--- src/design/wfhc_mod_unit.sv ---
// ----------------------------------------------------------------------------
// wfhc_mod_unit
// Remainder of a 32-bit value by a constant through reciprocal
// multiplication: quotient estimate, back-multiply and subtract, one
// correction step, each registered in turn. done pulses with the remainder.
// ----------------------------------------------------------------------------
module wfhc_mod_unit #(
  parameter int unsigned DIVISOR = 211,
  parameter int unsigned REM_W   = 8
) (
  input  logic             clk_i,
  input  logic             rst_ni,
  input  logic             start_i,
  input  logic [31:0]      dividend_i,
  output logic             done_o,
  output logic [REM_W-1:0] rem_o
);

  // floor(2^32 / DIVISOR): the estimate is low by at most one
  localparam logic [32:0] RECIP = 33'((64'd1 << 32) / 64'(DIVISOR));
  localparam logic [31:0] DIV_C = 32'(DIVISOR);

  logic [2:0]       stage_q, stage_d;
  logic             done_q, done_d;
  logic [31:0]      dvd_q, dvd_d;
  logic [31:0]      quo_q, quo_d;
  logic [31:0]      est_q, est_d;
  logic [REM_W-1:0] rem_q, rem_d;
  logic [63:0]      prod;

  always_comb begin
    prod    = {32'd0, dvd_q} * {31'd0, RECIP};
    stage_d = {stage_q[1:0], start_i};
    done_d  = stage_q[2];
    dvd_d   = start_i ? dividend_i : dvd_q;
    quo_d   = stage_q[0] ? prod[63:32] : quo_q;
    // true remainder plus at most one divisor
    est_d   = stage_q[1] ? (dvd_q - quo_q * DIV_C) : est_q;
    rem_d   = rem_q;
    if (stage_q[2]) begin
      rem_d = (est_q >= DIV_C) ? REM_W'(est_q - DIV_C) : REM_W'(est_q);
    end
  end

  always_ff @(posedge clk_i or negedge rst_ni) begin
    if (!rst_ni) begin
      stage_q <= '0;
      done_q  <= 1'b0;
    end else begin
      stage_q <= stage_d;
      done_q  <= done_d;
    end
  end

  always_ff @(posedge clk_i) begin
    dvd_q <= dvd_d;
    quo_q <= quo_d;
    est_q <= est_d;
    rem_q <= rem_d;
  end

  assign done_o = done_q;
  assign rem_o  = rem_q;

endmodule

--- config.mk ---
export PLATFORM = sky130hd
export DESIGN_NAME = wfhc_mod_unit
export DESIGN_NICKNAME = d
export VERILOG_FILES = /design/src/design/wfhc_mod_unit.sv
export SDC_FILE = /design/constraint.sdc
export NUM_CORES = 1
export LEC_CHECK = 0
export BUFFER_PORTS_ARGS = -buffer_cell sky130_fd_sc_hd__buf_2
export CORE_MARGIN = 2
export CORE_UTILIZATION = 50
export DETAILED_ROUTE_END_ITERATION = 16
export GPL_TIMING_DRIVEN = 0
export HOLD_SLACK_MARGIN = 0.12
export PLACE_DENSITY_LB_ADDON = 0.2
export SYNTH_ARGS = -nofsm -noshare
export SYNTH_HDL_FRONTEND = slang
export SYNTH_SLANG_ARGS = --single-unit
export TNS_END_PERCENT = 50
--- constraint.sdc ---
create_clock -name clk_i -period 17.9 [get_ports clk_i]
set_input_delay 3.58 -clock clk_i [delete_from_list [all_inputs] [get_ports clk_i]]
set_output_delay 3.58 -clock clk_i [all_outputs]
set_load 0.02 [all_outputs]
# Word-level counts from Yosys, hierarchy flattened

Cells that the tools add are included.

Add/sub/neg operators: 2
Multipliers: 2
Div/mod/pow operators: 0
Magnitude comparators: 1
Equality and inequality tests: 0
Shifts and indexed selects: 0
Multiplexer cells: 1
Bitwise logic cells: 0
Reductions and logical operators: 0

Operators with widths:

| kind                   | count |
|---|---|
| $mul 32x25->57 const B | 1 |
| $ge 32x8->1 const B    | 1 |
| $mul 25x8->32 const B  | 1 |
| $sub 32x32->32         | 1 |
| $mux 8                 | 1 |
| $sub 8x8->8 const B    | 1 |

Bits in registers: 101
Bits in latches: 0
RAM bits: 0
Bits in read-only memories: 0
Input bits: 35
Output and inout bits: 9
Logic and storage cells: 12
Memories kept: 0

# Depth between registers and ports, before layout

Gate-level depths: netlist of run 1.

Word-level depth: 2
Depth in mapped cells: 23
Gate-level depth less buffers: 22

# Worst setup path before layout of run 1

Ideal clock, no wire load.

Path kind: flip-flop to flip-flop
From: reg dvd_q[17]
To: reg quo_q[23], data pin
Setup time: 0.137 ns
Data arrival time: 6.383 ns
Required time: 17.763 ns
Path slack: 11.380 ns
Stages on the path, launching flop included: 22
Path buffers: 0
Clock period less this slack: 6.520 ns
Cells stage by stage: edfxtp_1 -> fa_1 -> inv_1 -> fa_1 -> fa_1 -> fa_1 -> inv_1 -> fa_1 -> fa_1 -> inv_1 -> fa_1 -> inv_1 -> ha_1 -> a21oi_1 -> o211ai_1 -> a21o_1 -> o31ai_1 -> a21oi_1 -> o21ba_2 -> a221o_1 -> or4_1 -> nand4_1

Longest elaborated chain between the ends: 1

Ends and longest elaborated chain:

| element                | line | RTL |
|---|---|---|
| start, declared        | 25   | `logic [31:0] dvd_q, dvd_d;` |
| start signal, assigned | 56   | `dvd_q <= dvd_d;` |
| $mul 32x25->57         | 32   | `prod = {32'd0, dvd_q} * {31'd0, RECIP};` |
| net prod[55]           | 29   | `logic [63:0] prod;` |
| end signal, assigned   | 57   | `quo_q <= quo_d;` |
| end, declared          | 26   | `logic [31:0] quo_q, quo_d;` |

The timed path passes the listed nets, and every way through them passes these cells.
A chain may end at the register's enable or synchronous reset.

# Worst setup path after layout of run 1

From: reg dvd_q[22]
To: reg quo_q[24], data pin

The elaborated chain is that of the path after synthesis.

==> results of run 1 <==
==> synthesized netlist by cell type (all sizes together) (13+ instances only) <==
| cell type | instances | area (um2) |
|---|---|---|
| nand3 | 16 | 80.1 |
| o21ai | 47 | 239 |
| fa | 433 | 8670 |
| nor2 | 28 | 105 |
| nand4 | 13 | 81.3 |
| xor2 | 55 | 482 |
| a21o | 49 | 370 |
| nor2b | 13 | 81.3 |
| nand2 | 42 | 158 |
| edfxtp | 97 | 2910 |
| a21oi | 93 | 473 |
| xnor2 | 58 | 508 |
| ha | 433 | 5420 |
| inv | 822 | 3090 |
==> stage by stage <==
step | util [%] | instance area (um2) | instances
after CTS | 52.9 | 25100 | 3020
final | 52.9 | 25100 | 3020
after global placement | 52.3 | 24800 | 3004
after detailed placement | 52.3 | 24800 | 3004
after floorplan | - | 23800 | 2346
after global routing | 52.9 | 25100 | 3020
==> state kept, by name, indices dropped and copies added (netlist names) <==
register	cells
rem_o	8
dvd_q	32
quo_q	25
stage_q	3
est_q	32
done_o	1
==> layout make-up <==
class | instances | share of cell area (%)
clock buffer | 9 | 0.897
timing repair buffer | 43 | 0.857
buffer | 10 | 0.159
sequential | 101 | 12.0
inverter | 822 | 12.3
clock inverter | 7 | 0.269
multi-input combinational | 1413 | 70.5
tap | 615 | 3.06
==> kinds of logic after synthesis <==
group                      Yosys count
DFF                                101
adders and majority gates          866
buffers and inverters              832
muxes                                2
AOI/OAI and AO/OA                  265
xor gates and xnor gates           113
and+or+nand+nor                    167
==> critical path, stage by stage, from the launching register on <==
cell,delay [ns]
edfxtp_1,1.08
fa_1,0.56
inv_1,0.09
fa_1,0.42
fa_1,0.52
fa_1,0.51
inv_1,0.05
fa_1,0.51
fa_1,0.50
inv_1,0.05
fa_1,0.49
inv_1,0.08
ha_1,0.35
and4_1,0.23
o211ai_1,0.12
o211ai_1,0.43
nand4_1,0.27
and2_1,0.26
o21ai_0,0.56
a41oi_1,0.24
xnor2_1,0.19
==> path summary, 6_finish.rpt <==
kind | from | end | slack, ns | cells past startpoint
setup / recovery | dvd_q[22]$_DFFE_PP_ | quo_q[24]$_DFFE_PP_ | 10.13 | 20
hold / removal | stage_q[2]$_DFF_PN0_ | done_o$_DFF_PN0_ | 0.62 | 0
setup reg to reg | dvd_q[22]$_DFFE_PP_ | quo_q[24]$_DFFE_PP_ | 10.13 | 20
hold reg to reg | stage_q[2]$_DFF_PN0_ | done_o$_DFF_PN0_ | 0.62 | 0
max in group asynchronous | rst_ni | done_o$_DFF_PN0_ | 14.77 | 1
min in group asynchronous | rst_ni | stage_q[2]$_DFF_PN0_ | 3.00 | 1
==> routing by layer <==
layer	part of all wire (%)	track usage, %	vias to the layer above	wire length [um]
li1	-	-	7275	-
met1	47	32.4	7670	25000
met2	47	37.7	294	25000
met3	4.4	2.76	47	2310
met4	1.4	3.90	0	762
met5	0	0	-	0
==> metrics.txt, run 1 <==
RSZ-0062 raised after global routing=no; routed length per instance=17.6 um; antenna violations before repair=0; Num CTS Buffers=9; I/O Buffers=43; Clock Path Buffers=2; post-route setup slack=10.13 ns; Fin Hold WS=around 0.62 ns; Setup Total Neg Slack=0 ns; Yosys cell types=64; commonest non-fill, non-tap cell in the layout=inv_1; Avg Cell Area, Syn=about 10 um2; Tot GR Track Use=22.7%; Core Rows=80; Final Wtd Congestion=between 0.9 and 1; worst-skew pair later-pin latency=0.38 ns; simple-gate portion of the synthesized area=3.66%; most frequent cells in the layout=822 x inv_1, 433 x fa_1, 433 x ha_1, 97 x edfxtp_1, 91 x a21oi_1; # DRC=0; post_cts resized=0; Die W=roughly 220 um; die area=between 40000 and 50000 um2; post-place setup slack=10.14 ns; WP data required=18.01 ns; CTS Hold Bufs=0; CP endpoint kind=flip-flop; Synth async-reset ratio=under 10%; Most used DFF post-synth=edfxtp_1; postcts setup bufs=0; DRT iter0 DRCs=roughly 770; Vias=about 15000; Period minus WS final=7.77 ns; post-synthesis mux area share=0.0945%; storage element area=3010 um2; Slew headroom=16.9%; largest family of logic cells by synthesized area=adder cells; Starting Density=50.2%; syn_nets=3247; critical path type=flip-flop to flip-flop; Post-Synth Adder-Cell Area=about three fifths; Highest Clock Rate=roughly 0.13 GHz; Synth Instances=2346; Final ANT Viol Nets=0; TritonCTS clock tree=done; Clock transition at path regs=0.08 ns; drt total wl=53000 um; I/O Pins=44; post-synthesis compound-gate area fraction=7.26%; clk_skew=0.0170 ns; Post-Synth XOR/XNOR Area=4.15%; core area=47400 um2; Area Growth Syn to Fin=5.36%; GRT overflow=0; Final Max Slew Viols=0; first drt pass iteration count=5; vias per cell=~5.1; antenna cell count=0; total clock sinks=approximately 100; area of the multi-input gates=about 18000 um2; worst endpoint data arrival time=7.89 ns; H-tree lvl count=3; worst hold path type=flip-flop to flip-flop; flops & latches, synth=around 100; Max Fanout on Critical Path=11; layout cells sized above 1=3.37%; register area share after synthesis=12.6%; final hold viol count=0; Clk Tree Root Cell=clkbuf_16; final net count=3301; Fillers=4357; vias in the first global route=16700; YS warnings=0; Startpoint Class=flip-flop; global-route wire length before repair=around 87000 um; chip height=222 um; final setup violation count=0; netlist area before placement=23800 um2; Max-cap violations=0; DP HPWL=45500 um; Least-Margin Pin Slew=between 1 and 1.5 ns; run status=finished clean; pin count of the biggest net entering global routing=34; period utilization=43.4%; Post-synth EDFFs=97
Power of run 1 is not shown: default switching activity piles up to over one toggle a cycle in this logic, so the estimate is an artifact.
==> run 2: changes to the inputs <==
--- a/config.mk
+++ b/config.mk
@@ -5,6 +5,7 @@
 export SDC_FILE = /design/constraint.sdc
 export NUM_CORES = 1
 export LEC_CHECK = 0
+export ABC_AREA = 1
 export BUFFER_PORTS_ARGS = -buffer_cell sky130_fd_sc_hd__buf_2
 export CORE_MARGIN = 2
 export CORE_UTILIZATION = 50
==> constraint.sdc (replaced) <==
create_clock -name clk_i -period 6.3 [get_ports clk_i]
set_input_delay 1.26 -clock clk_i [delete_from_list [all_inputs] [get_ports clk_i]]
set_output_delay 1.26 -clock clk_i [all_outputs]
set_load 0.02 [all_outputs]
==> metrics.txt, run 2 <==
run status=finished clean; flops & latches, synth=101 (unchanged); most common cell in the synthesized netlist=inv_1; Core Rows=83 (+3.8%); Clock Path Buffers=2 (unchanged); Vias=19300 (+26%); Post-Synth XOR/XNOR Area=2.90% (-1.3 points); Fin Hold WS=0.606 ns (-0.0110 ns); Critical Path End=quo_q[14]$_DFFE_PP_; netlist area before placement=26000 um2 (+9.1%); Starting Density=50.6% (+0.35 points); Area Growth Syn to Fin=9.74%; Critical R2R Capture=quo_q[14]$_DFFE_PP_; drt total wl=68900 um (+30%); largest family of logic cells by synthesized area=adder cells; critical path type=flip-flop to flip-flop; final setup violation count=0 (unchanged); Synth Instances=3032 (+29%); syn_nets=3933 (+21%); post-synthesis compound-gate area fraction=4.38% (-2.9 points); chip height=232 um (+4.4%); commonest non-fill, non-tap cell in the layout=inv_1; simple-gate portion of the synthesized area=12.2% (+8.5 points); WP data required=6.45 ns (-11.56 ns); # DRC=0 (unchanged); RSZ-0062 raised after global routing=yes; most frequent cells in the layout=1020 x inv_1, 462 x nand2_1, 433 x fa_1, 429 x ha_1, 113 x nor2_1; period utilization=97.1% (+54 points); Period minus WS final=6.12 ns (-1.66 ns); Clock transition at path regs=0.09 ns (about the same); worst path bufs/invs=6 (+2); first drt pass iteration count=5 (unchanged); worst-skew pair later-pin latency=0.39 ns (about the same); register area share after synthesis=11.6% (-1.1 points); H-tree lvl count=3 (unchanged); Final Wtd Congestion=0.984 (+5.3%); WP depth=21 (+5.0%); I/O Pins=44 (unchanged); post-synthesis mux area share=0% (-0.094 points); antenna violations before repair=1 (+1); global-route wire length before repair=112000 um (+28%); Final Max Slew Viols=0 (unchanged); CP dominant cell by count=fa_1; layout cells sized above 1=7.81% (+4.4 points); commonest cells in the netlist=1020 x inv_1, 472 x nand2_1, 433 x fa_1, 433 x ha_1, 128 x nor2_1; CP top delay family=adder cells; antenna cell count=0 (unchanged); Largest regs=dvd_q x32, est_q x32, quo_q x25; I/O Buffers=43 (unchanged); Highest Clock Rate=0.163 GHz (+27%); worst endpoint data arrival time=6.27 ns (-1.62 ns); Max-cap violations=0 (unchanged); worst path cell trace=buf_12 > buf_4 > ha_1 > inv_1 > fa_1 > inv_1 > fa_1 > fa_1 > fa_1 > fa_1 > inv_1 > fa_1 > inv_1 > ha_2 > nand2_4 > nor2_1 > nand2_1 > nor2_1 > nand3_1 > nand4_1 > nand2_1; worst r2r src=dvd_q[19]$_DFFE_PP_; Startpoint Class=flip-flop; Slew headroom=11.8% (-5.1 points); Synth async-reset ratio=3.96% (unchanged); pin count of the biggest net entering global routing=34 (unchanged); worst reg-to-reg setup slack=0.18 ns (-9.94 ns); Num CTS Buffers=9 (unchanged); final hold viol count=0 (unchanged); GRT overflow=0 (unchanged); non-filler cells, final=3870 (+28%); Max stage delay on crit path=0.56 ns (-0.52 ns); Clk Tree Root Cell=clkbuf_16; Max Fanout on Critical Path=9 (-2); worst hold path type=flip-flop to flip-flop; total clock sinks=101 (unchanged); post-synth top area cell=fa_1; Crit. Startpoint=dvd_q[19]$_DFFE_PP_; Tot GR Track Use=27.3% (+4.7 points); vias per cell=4.99 (-1.4%); Final ANT Viol Nets=0 (unchanged); Avg Cell Area, Syn=8.58 um2 (-16%); worst r2r path cells=21 (+5.0%); Post-Synth Adder-Cell Area=54.2% (-4.9 points); final net count=4086 (+24%); core area=51400 um2 (+8.3%); Yosys cell types=37 (-42%); critical path's slowest cell=fa_1; Die W=232 um (+4.4%); Most used DFF post-synth=edfxtp_1; Least-Margin Pin Slew=1.32 ns (+0.0758 ns); TritonCTS clock tree=done; die area=53900 um2 (+8.9%); clk_skew=0.0181 ns (+0.00103 ns); YS warnings=0 (unchanged); Post-synth EDFFs=97 (unchanged); CP endpoint kind=flip-flop; DP HPWL=57500 um (+26%); routed length per instance=17.8 um (+1.4%); Setup Total Neg Slack=0 ns (unchanged); vias in the first global route=20600 (+23%); DRT iter0 DRCs=1153 (+49%); post-synth top area share=33.3% (-3.0 points); Util after Layout=55.5% (+2.6 points); Area contributors post-synth=fa_1 33%, ha_1 21%, inv_1 15%; Cells after DPL=3755 (+25%)
## run 2: worst min-delay path by stage
stage / endpoint / start / cells past startpoint
after floorplan: done_o$_DFF_PN0_ / stage_q[2]$_DFF_PN0_ / 0
after global placement: done_o$_DFF_PN0_ / stage_q[2]$_DFF_PN0_ / 0
after detailed placement: done_o$_DFF_PN0_ / stage_q[2]$_DFF_PN0_ / 0
after CTS: done_o$_DFF_PN0_ / stage_q[2]$_DFF_PN0_ / 0
after global routing: done_o$_DFF_PN0_ / stage_q[2]$_DFF_PN0_ / 0
final: done_o$_DFF_PN0_ / stage_q[2]$_DFF_PN0_ / 0
## run 2: layout make-up
type	instances	area (um2)
sequential	101	3010
timing repair buffer	142	1210
clock inverter	7	67.6
inverter	1026	3850
fill	4867	22900
clock buffer	9	225
multi-input combinational	1905	19300
tap	680	851
## run 2: cells by family after synthesis
kind of cell               after synthesis
AOI/OAI and AO/OA                      208
xor gates and xnor gates                86
adders and majority gates              866
buffers and inverters                 1026
DFF                                    101
and+or+nand+nor                        745
## run 2: routing by layer
| layer | track usage [%] | routed length (um) | vias to the layer above |
|---|---|---|---|
| met1 | 35.8 | 29800 | 9492 |
| met5 | 0 | 0 | - |
| met3 | 2.90 | 3220 | 89 |
| met4 | 8.09 | 2350 | 0 |
| met2 | 47.7 | 33600 | 452 |
| li1 | - | - | 9272 |
## run 2: per-stage QoR
step	cell area [um2]	setup slack (ns)
floorplan	26000	0.637
global placement	27100	-0.364
detailed placement	27100	-0.396
CTS	28300	0.00421
global route	28500	-0.0575
finish	28500	0.181
## run 2: repair_timing
item,4_1_cts,5_1_grt
buffers inserted,90,9
pin swaps,0,4
endpoints found under the setup margin,25,24
resized for setup,0,55
hold buffers,0,0
Power of run 2 is left out for the same reason.
==> run 3: changes to the inputs <==
--- a/config.mk
+++ b/config.mk
@@ -5,7 +5,6 @@
 export SDC_FILE = /design/constraint.sdc
 export NUM_CORES = 1
 export LEC_CHECK = 0
-export ABC_AREA = 1
 export BUFFER_PORTS_ARGS = -buffer_cell sky130_fd_sc_hd__buf_2
 export CORE_MARGIN = 2
 export CORE_UTILIZATION = 50
==> metrics.txt, run 3 (synthesized netlist as in run 1, its figures left out) <==
global-route wire length before repair=92900 um (-17%); storage element area=3010 um2 (unchanged); Cells after DPL=3004 (-20%); Starting Density=50.2% (-0.35 points); post-route setup slack=-0.410 ns (-0.592 ns); drt total wl=57800 um (-16%); worst endpoint data arrival time=6.83 ns (+0.56 ns); CTS Hold Bufs=0 (unchanged); I/O Buffers=43 (unchanged); DP HPWL=46400 um (-19%); worst-skew pair later-pin latency=0.38 ns (about the same); Slew headroom=21.5% (+9.7 points); Max-cap violations=0 (unchanged); worst path bufs/invs=9 (+3); Vias=15800 (-18%); GRT overflow=0 (unchanged); first drt pass iteration count=4 (-1); vias per cell=5.02 (+0.62%); DRT iter0 DRCs=719 (-38%); Final ANT Viol Nets=0 (unchanged); vias in the first global route=17200 (-17%); CP endpoint kind=flip-flop; Max Fanout on Critical Path=5 (-4); critical path type=flip-flop to flip-flop; Largest regs=dvd_q x32, est_q x32, quo_q x25; Fillers=4197 (-14%); worst hold path type=flip-flop to flip-flop; Least-Margin Pin Slew=1.18 ns (-0.145 ns); total clock sinks=101 (unchanged); die area=49400 um2 (-8.2%); antenna violations before repair=1 (unchanged); final net count=3420 (-16%); routed length per instance=18.4 um (+3.4%); most frequent cells in the layout=815 x inv_1, 414 x fa_1, 407 x ha_1, 97 x edfxtp_1, 88 x buf_4; H-tree lvl count=3 (unchanged); Highest Clock Rate=0.149 GHz (-8.8%); # DRC=0 (unchanged); Die W=222 um (-4.2%); Num CTS Buffers=9 (unchanged); Crit. Startpoint=dvd_q[19]$_DFFE_PP_; period utilization=107% (+9.4 points); critical path's slowest cell=fa_2; worst r2r src=dvd_q[19]$_DFFE_PP_; core area=47400 um2 (-7.7%); pin count of the biggest net entering global routing=34 (unchanged); commonest non-fill, non-tap cell in the layout=inv_1; RSZ-0062 raised after global routing=yes; Tot GR Track Use=24.7% (-2.6 points); I/O Pins=44 (unchanged); design area=26900 um2 (-5.7%); area of the multi-input gates=18300 um2 (-5.4%); TritonCTS clock tree=done; WP data required=6.42 ns (-0.03 ns); worst r2r path cells=25 (+19%); Critical Path End=quo_q[21]$_DFFE_PP_; Startpoint Class=flip-flop; Final Max Slew Viols=0 (unchanged); Clk Tree Root Cell=clkbuf_16; CP top delay family=adder cells; Final Wtd Congestion=0.941 (-4.4%); WP depth=25 (+19%); Critical R2R Capture=quo_q[21]$_DFFE_PP_; Placement Cell Area=25000 um2 (-7.8%); chip height=222 um (-4.2%); Max stage delay on crit path=0.59 ns (+0.03 ns); final hold viol count=0 (unchanged); clk_skew=0.0202 ns (+0.00214 ns); run status=finished with violations; Clock Path Buffers=2 (unchanged); worst reg-to-reg setup slack=-0.41 ns (-0.59 ns); Area Growth Syn to Fin=12.9%; violated checks=negative setup slack; Clock transition at path regs=0.07 ns (-0.02 ns); layout cells sized above 1=11.8% (+4.0 points); non-filler cells, final=3139 (-19%); final setup violation count=16 (+16); Core Rows=80 (-3.6%); Period minus WS final=6.71 ns (+0.592 ns)
-- run 3: cell types whose count changed in the layout (fill, tap and decap cells not counted), moves of 29 or more --
cell / delta
nor2_1: -87
inv_1: -205
nand2_1: -420
a21o_1: +38
a21oi_1: -29
nand3_1: -38
-- run 3: per-layer routing --
metal | GRT usage, % | up-vias | share of wire, %
met4 | 8.94 | 0 | 4.0
met2 | 40.8 | 311 | 47
met3 | 3.08 | 72 | 4.0
met1 | 33.6 | 7867 | 45
met5 | 0 | - | 0
li1 | - | 7505 | -
-- run 3: worst register-to-register path, cell delays in order (launching register included) --
cell and delay (ns):
edfxtp_1 0.43, buf_12 0.17, buf_6 0.14, buf_6 0.16, ha_2 0.33, inv_1 0.05
fa_2 0.52, inv_1 0.05, fa_2 0.44, fa_2 0.59, fa_2 0.44, fa_1 0.49
inv_1 0.05, fa_1 0.47, inv_1 0.04, ha_2 0.19, a21oi_2 0.14, o21ai_1 0.09
a31oi_1 0.15, o21ai_1 0.11, or3b_1 0.37, o21ba_4 0.25, a221o_1 0.37, buf_4 0.17
buf_6 0.11, xor2_2 0.13
-- run 3: per-stage QoR --
step | hold WS, ns | setup WS [ns] | TNS [ns] | util, %
detailed placement | 0.591 | -1.39 | -22.45 | 52.6
CTS | 0.608 | -0.413 | -5.23 | 56.0
floorplan | 0.541 | 0.000278 | 0 | -
global placement | 0.587 | -1.38 | -20.62 | 52.6
finish | 0.594 | -0.410 | -4.28 | 56.8
global route | 0.616 | -0.559 | -7.68 | 56.8
-- run 3: how the worst min path moves through the flow --
| stage | from | to | slack [ns] | depth (start not counted) |
|---|---|---|---|---|
| finish | stage_q[2]$_DFF_PN0_ | done_o$_DFF_PN0_ | 0.59 | 0 |
| global route | stage_q[2]$_DFF_PN0_ | done_o$_DFF_PN0_ | 0.62 | 0 |
| CTS | stage_q[2]$_DFF_PN0_ | done_o$_DFF_PN0_ | 0.61 | 0 |
| detailed placement | est_q[6]$_DFFE_PP_ | rem_o[6]$_DFFE_PP_ | 0.59 | 1 |
| global placement | est_q[7]$_DFFE_PP_ | rem_o[7]$_DFFE_PP_ | 0.59 | 1 |
| floorplan | stage_q[2]$_DFF_PN0_ | done_o$_DFF_PN0_ | 0.54 | 0 |
-- run 3: what timing repair did --
| item | CTS | global route |
|---|---|---|
| setup endpoints to repair | 25 | 24 |
| pin swaps | 44 | 32 |
| buffers inserted | 105 | 16 |
| gates resized for setup | 68 | 50 |
-- run 3: layout make-up --
class	instances	share of cell area, %
Clock inverter	6	0.302
Timing Repair Buffer	164	5.28
Antenna cell	1	0.00929
Buffer	8	0.167
Tap cell	615	2.86
Sequential cell	101	11.2
Inverter	822	11.5
Clock buffer	9	0.836
Multi-Input combinational cell	1413	67.9
Power of run 3 is left out for the same reason.
